## src/rtl/gwmf_pkg.sv

```systemverilog
`timescale 1ns / 1ps

package gwmf_pkg;

    localparam int MAX_COLS_DEF   = 1024;
    localparam int MAX_HALF_W_DEF = 3;
    localparam int MAX_HALF_H_DEF = 3;
    localparam int ROW_LIMIT      = 4096;

    localparam int PIX_W   = 8;
    localparam int CFG_W   = 13;
    localparam int POS_W   = 26;
    localparam int COLS_W  = 13;
    localparam int ROW_W   = 13;

    localparam logic [10:0] COLS_RESET = 11'd640;
    localparam logic [12:0] ROWS_RESET = 13'd480;
    localparam logic [1:0]  HALF_RESET = 2'd1;

    typedef enum logic [1:0] {
        CFG_IMAGE_COLS,
        CFG_IMAGE_ROWS,
        CFG_HALF_WIDTH,
        CFG_HALF_HEIGHT
    } cfg_idx_t;

    typedef struct packed {
        logic             valid;
        logic             border;
        logic             last;
        logic [PIX_W-1:0] center;
    } side_t;

endpackage

```

## src/rtl/gwmf_median_cell.sv

```systemverilog
`timescale 1ns / 1ps

module gwmf_median_cell #(
    parameter int WIN_N = 49,
    parameter int RK_W  = 6,
    parameter int BIT   = 7
) (
    input  logic                       aclk,
    input  logic                       aresetn,
    input  logic                       adv,
    input  logic [gwmf_pkg::PIX_W-1:0] vals_in [WIN_N],
    input  logic [WIN_N-1:0]           act_in,
    input  logic [RK_W-1:0]            rank_in,
    input  logic [gwmf_pkg::PIX_W-1:0] res_in,
    input  gwmf_pkg::side_t            side_in,
    output logic [gwmf_pkg::PIX_W-1:0] vals_out [WIN_N],
    output logic [WIN_N-1:0]           act_out,
    output logic [RK_W-1:0]            rank_out,
    output logic [gwmf_pkg::PIX_W-1:0] res_out,
    output gwmf_pkg::side_t            side_out
);

    logic [gwmf_pkg::PIX_W-1:0] vals_reg [WIN_N];
    logic [WIN_N-1:0]           act_reg, act_next;
    logic [RK_W-1:0]            rank_reg, rank_next;
    logic [gwmf_pkg::PIX_W-1:0] res_reg, res_next;
    gwmf_pkg::side_t            side_reg;
    logic [RK_W-1:0]            zeros;
    logic                       one;

    always_comb begin
        zeros = '0;
        for (int i = 0; i < WIN_N; i++) begin
            zeros = zeros + RK_W'(act_in[i] & ~vals_in[i][BIT]);
        end
        one       = (rank_in >= zeros);
        res_next  = res_in;
        res_next[BIT] = one;
        rank_next = one ? (rank_in - zeros) : rank_in;
        for (int i = 0; i < WIN_N; i++) begin
            act_next[i] = act_in[i] & (vals_in[i][BIT] == one);
        end
    end

    always_ff @(posedge aclk) begin
        if (!aresetn) begin
            side_reg <= '0;
        end else if (adv) begin
            side_reg <= side_in;
        end
    end

    always_ff @(posedge aclk) begin
        if (adv) begin
            vals_reg <= vals_in;
            act_reg  <= act_next;
            rank_reg <= rank_next;
            res_reg  <= res_next;
        end
    end

    assign vals_out = vals_reg;
    assign act_out  = act_reg;
    assign rank_out = rank_reg;
    assign res_out  = res_reg;
    assign side_out = side_reg;

endmodule
```

## config.mk

```make
export PLATFORM = sky130hd
export DESIGN_NAME = gwmf_median_cell
export DESIGN_NICKNAME = d
export VERILOG_FILES = /design/src/rtl/gwmf_pkg.sv /design/src/rtl/gwmf_median_cell.sv
export SDC_FILE = /design/constraint.sdc
export NUM_CORES = 1
export LEC_CHECK = 0
export ABC_AREA = 1
export BUFFER_PORTS_ARGS = -buffer_cell sky130_fd_sc_hd__buf_2
export CORE_AREA = 2 2 363 365
export CTS_BUF_LIST = sky130_fd_sc_hd__clkbuf_2
export CTS_CLUSTER_DIAMETER = 120
export DETAILED_ROUTE_END_ITERATION = 12
export DIE_AREA = 0 0 365 367
export PLACE_DENSITY = 0.39
export SLEW_MARGIN = 20
export SYNTH_ARGS = -nofsm -noshare
export SYNTH_HDL_FRONTEND = slang
export SYNTH_SLANG_ARGS = --single-unit
```

## constraint.sdc

```tcl
create_clock -name aclk -period 9.5 [get_ports aclk]
set_clock_uncertainty 0.15 [all_clocks]
set_input_delay 0.475 -clock aclk [delete_from_list [all_inputs] [get_ports aclk]]
set_output_delay 0.475 -clock aclk [all_outputs]
set_load 0.01 [all_outputs]
```

==> flow_summary.ini, run 1 <==
[logic_synthesis]
ys_ff_latch = 466
yosys.cell_types.count = 24
syn_area_per_cell_sq_um = 17.04
syn-num-nets = 1517
synth_area_sq_mm = 0.01691
yosysSeqAreaShare = 0.8212
ys_warn_count = 0
netlist_instances = 992

[cts]
root_buffer = clkbuf_2
cts.path.max_buffers = 3
cts.repair.resized = 0
h-tree-depth = 4
hold_buffers = 784
cts.sinks = 466
cts_setup_buffers = 0
numCtsBuffers = 146

[floorplan]
dieHeight_um = 367
initial_core_util = 0.1296
ioPinCount = 935
rows = 133
die_width_um = 365

[placement]
hpwlAfterDp_um = 64040
numPortBuffers = 933
gp_congestion = 0.7918
dpl_worst_slack_ps = 1389

[outcome]
error = [ERROR RSZ-0060] Max buffer count reached.
outcome.stop_stage = 4_1_cts
status = did not finish
==> synth_stat cells (all sizes together) <==
cell | n | area, sq um
nand3b | 1 | 7.510
xor2 | 1 | 8.760
xnor2 | 4 | 35.03
nand4 | 50 | 312.8
edfxtp | 455 | 13660
fa | 41 | 820.8
buf | 9 | 70.06
a21o | 1 | 7.510
dfxtp | 11 | 220.2
clkbuf | 15 | 56.30
nand2 | 108 | 407.9
a21oi | 6 | 33.78
nand3 | 6 | 40.04
o21ai | 14 | 70.07
inv | 108 | 405.4
nor2 | 147 | 559.3
ha | 15 | 187.7
==> cells by family after synthesis <==
family | share of synthesized area
XOR/XNOR | 0.002590
buffers and inverters | 0.03145
adder cells (fa/ha/maj) | 0.05965
flip-flops | 0.8212
AO/OA/AOI/OAI | 0.006587
AND/OR/NAND/NOR | 0.07852
==> metrics by stage <==
stage / hold WS, ps / cells / area [sq um]
after floorplan: 383.2 / 992 / 16910
after global placement: 323.9 / 3668 / 23780
after detailed placement: 328.8 / 3668 / 23780
==> inputs of run 2 (changes only) <==
CORE_AREA = 2 2 361 363   (was 2 2 363 365)
CTS_BUF_LIST = not set   (was sky130_fd_sc_hd__clkbuf_2)
CTS_CLUSTER_DIAMETER = not set   (was 120)
DIE_AREA = 0 0 363 365   (was 0 0 365 367)
PLACE_DENSITY = not set   (was 0.39)
PLACE_DENSITY_LB_ADDON = 0.15   (was not set)
==> flow_summary.ini, run 2 <==
[power]
p_int_mw = 5.586
leakage_nw = 12.97
power_frac_clock = 0.243
peakVddDrop_uv = 391.2
seqPwrFrac = 0.296
power_switching_mw = 3.753
p_sw_frac = 0.4019
combPwrFrac = 0.461
p_per_area_mw_per_mm2 = 307.1

[floorplan]
core_sq_mm = 0.1287
dieArea_sq_mm = 0.1325
initial_core_util = 0.1314
dieHeight_um = 365
ioPinCount = 935
rows = 132
die_width_um = 363

[global_routing]
grt_usage = 0.1137
grt_pass1_vias = 14940
grt_max_degree = 166
grt_pass1_wl_um = 107800
grt_overflow_total = 0
antenna_found_initial = 17

[detailed_routing]
viasPerCell = 3.332
num_vias = 13930
dr.pass1.iters = 6
wirelength_um = 80160
drc_errors = 0
ant_nets = 0
drt_iter0_markers = 644
avgRoutedWirePerCell_um = 19.18

[logic_synthesis]
syn_area_per_cell_sq_um = 17.04
yosysTopAreaCellShare = 0.8082
synth_top_flop_cell = edfxtp_1
yosys.cell_types.count = 24
syn-num-nets = 1517
synth_area_sq_mm = 0.01691
synthArstFlopShare = 0
yosysMostFrequentCell = edfxtp_1
synth_area_leaders = edfxtp_1 81%, fa_1 4.9%, nor2_1 3.2%
yosysTopAreaCell = edfxtp_1
ys_warn_count = 0
ys_ff_latch = 466
netlist_instances = 992
yosys-top-cells-count = 455 x edfxtp_1, 146 x nor2_1, 107 x nand2_1
yosysSeqAreaShare = 0.8212
synth-edff-count = 455

[sta]
setup_viol = 0
fmax_mhz = 122.8
slew_headroom = 0.3073
finalHoldViolations = 0
hold_slack_ps = 87.52
rsz0062_at_grt = no
period_minus_slack_ps = 8140
tightest_slew_ps = 1039
slew_viol_final = 0
setup_tns_ps = 0
period_share = 0.8569

[worst_hold_path]
hp-class = in -> reg

[finish]
fillers = 13700
largest_reg_flops = 392
layout.nets = 2972
final_cell_mix = 932 x buf_2, 475 x dlygate4sd3_1, 455 x edfxtp_1, 146 x nor2_1
layout.cells.most_common = buf_2
drive_above_1_share = 0.4147
area_delta_synth_final_pct = 79.91

[placement]
hpwlAfterDp_um = 61620
gp_congestion = 0.8001
numPortBuffers = 933

[cts]
cts.repair.resized = 0
cts.path.max_buffers = 3
cts.sinks = 466
numCtsBuffers = 59
hold_buffers = 475
clk_latency_ps = 640
cts_setup_buffers = 0
root_buffer = clkbuf_16
cts_tree = built
clkTransAtPathRegs_ps = 60
h-tree-depth = 2

[flow_run]
maxCapViolCount = 0

[critical_path]
endpoint_kind = flip-flop
startpoint_type = input pin
crit_required_ps = 9840
critPathArrivalTime_ps = 8480
crit_fanout = 35
worstSetupPathType = in -> reg

[outcome]
status = finished, final reports clean
## run 2: cell counts after synthesis
Identical to the previous run, type by type.
## run 2: metal layers
layer	global-route usage	vias to the layer above	routed length [um]	part of all wire
li1	-	6433	-	-
met3	0.03503	100	6565	0.082
met1	0.1304	6772	30980	0.39
met4	0.03946	14	2560	0.032
met2	0.1996	606	39960	0.50
met5	0	-	92	0.0011
## run 2: kinds of logic after synthesis
family | count (synthesis) | share of synthesized area
buffers and inverters | 132 | 0.03145
adders and majority gates | 56 | 0.05965
AOI/OAI and AO/OA | 21 | 0.006587
and+or+nand+nor | 312 | 0.07852
DFF | 466 | 0.8212
xor gates and xnor gates | 5 | 0.002590
## run 2: worst max-delay path, stage by stage
cell and delay [ps]:
dlygate4sd3_1 580, buf_2 170, nor2_1 330, fa_1 620
fa_1 570, inv_1 50, fa_1 460, fa_1 520
fa_1 550, fa_1 550, inv_1 70, fa_1 570
fa_1 250, inv_1 70, fa_1 400, o21ai_0 220
xnor2_1 150, ha_1 300, nand2_1 120, nor2_1 70
nand2_2 510, nand3_2 180, nor2_4 200, buf_12 240
nor2_1 60, nor2_1 120
## run 2: final timing paths
check                                  start           to  slack [ps]  depth (start not counted)
worst min register to register   side_out[3]  side_out[3]         890                          3
worst max register to register   side_out[5]  side_out[5]        8160                          3
worst min-delay path               act_in[9]   act_out[9]          90                          3
worst max-delay path            vals_in[303]  act_out[28]        1360                         26
## run 2: layout make-up
type | count | area (sq um) | area share
Sequential cell | 466 | 13880 | 0.4565
Multi-Input combinational cell | 394 | 2501 | 0.08223
Timing Repair Buffer | 1418 | 9572 | 0.3147
Clock buffer | 76 | 1560 | 0.05130
Antenna cell | 8 | 20.02 | 0.0006582
Clock inverter | 34 | 377.9 | 0.01242
Tap cell | 1675 | 2096 | 0.06890
Inverter | 108 | 405.4 | 0.01333
## run 2: power by group through the flow
stage	clock (mW)	sequential (mW)	combinational [mW]
final	2.27	2.77	4.31
after global placement	0	2.81	4.29
after global routing	2.44	2.80	4.89
after CTS	2.38	2.77	4.46
after detailed placement	0	2.81	4.26
after floorplan	0	2.95	2.51
## run 2: through the flow
step | total power [mW] | setup WS (ps) | util | instances | area, sq um
after floorplan | 5.469 | 2750 | - | 992 | 16910
after CTS | 9.610 | 1209 | 0.2362 | 4171 | 30400
final | 9.339 | 1360 | 0.2364 | 4179 | 30420
after global routing | 10.12 | 939.3 | 0.2364 | 4177 | 30410
after global placement | 7.097 | 1100 | 0.1842 | 3586 | 23700
after detailed placement | 7.067 | 1112 | 0.1842 | 3586 | 23700
No activity file was read; power rests on OpenSTA's default activity.
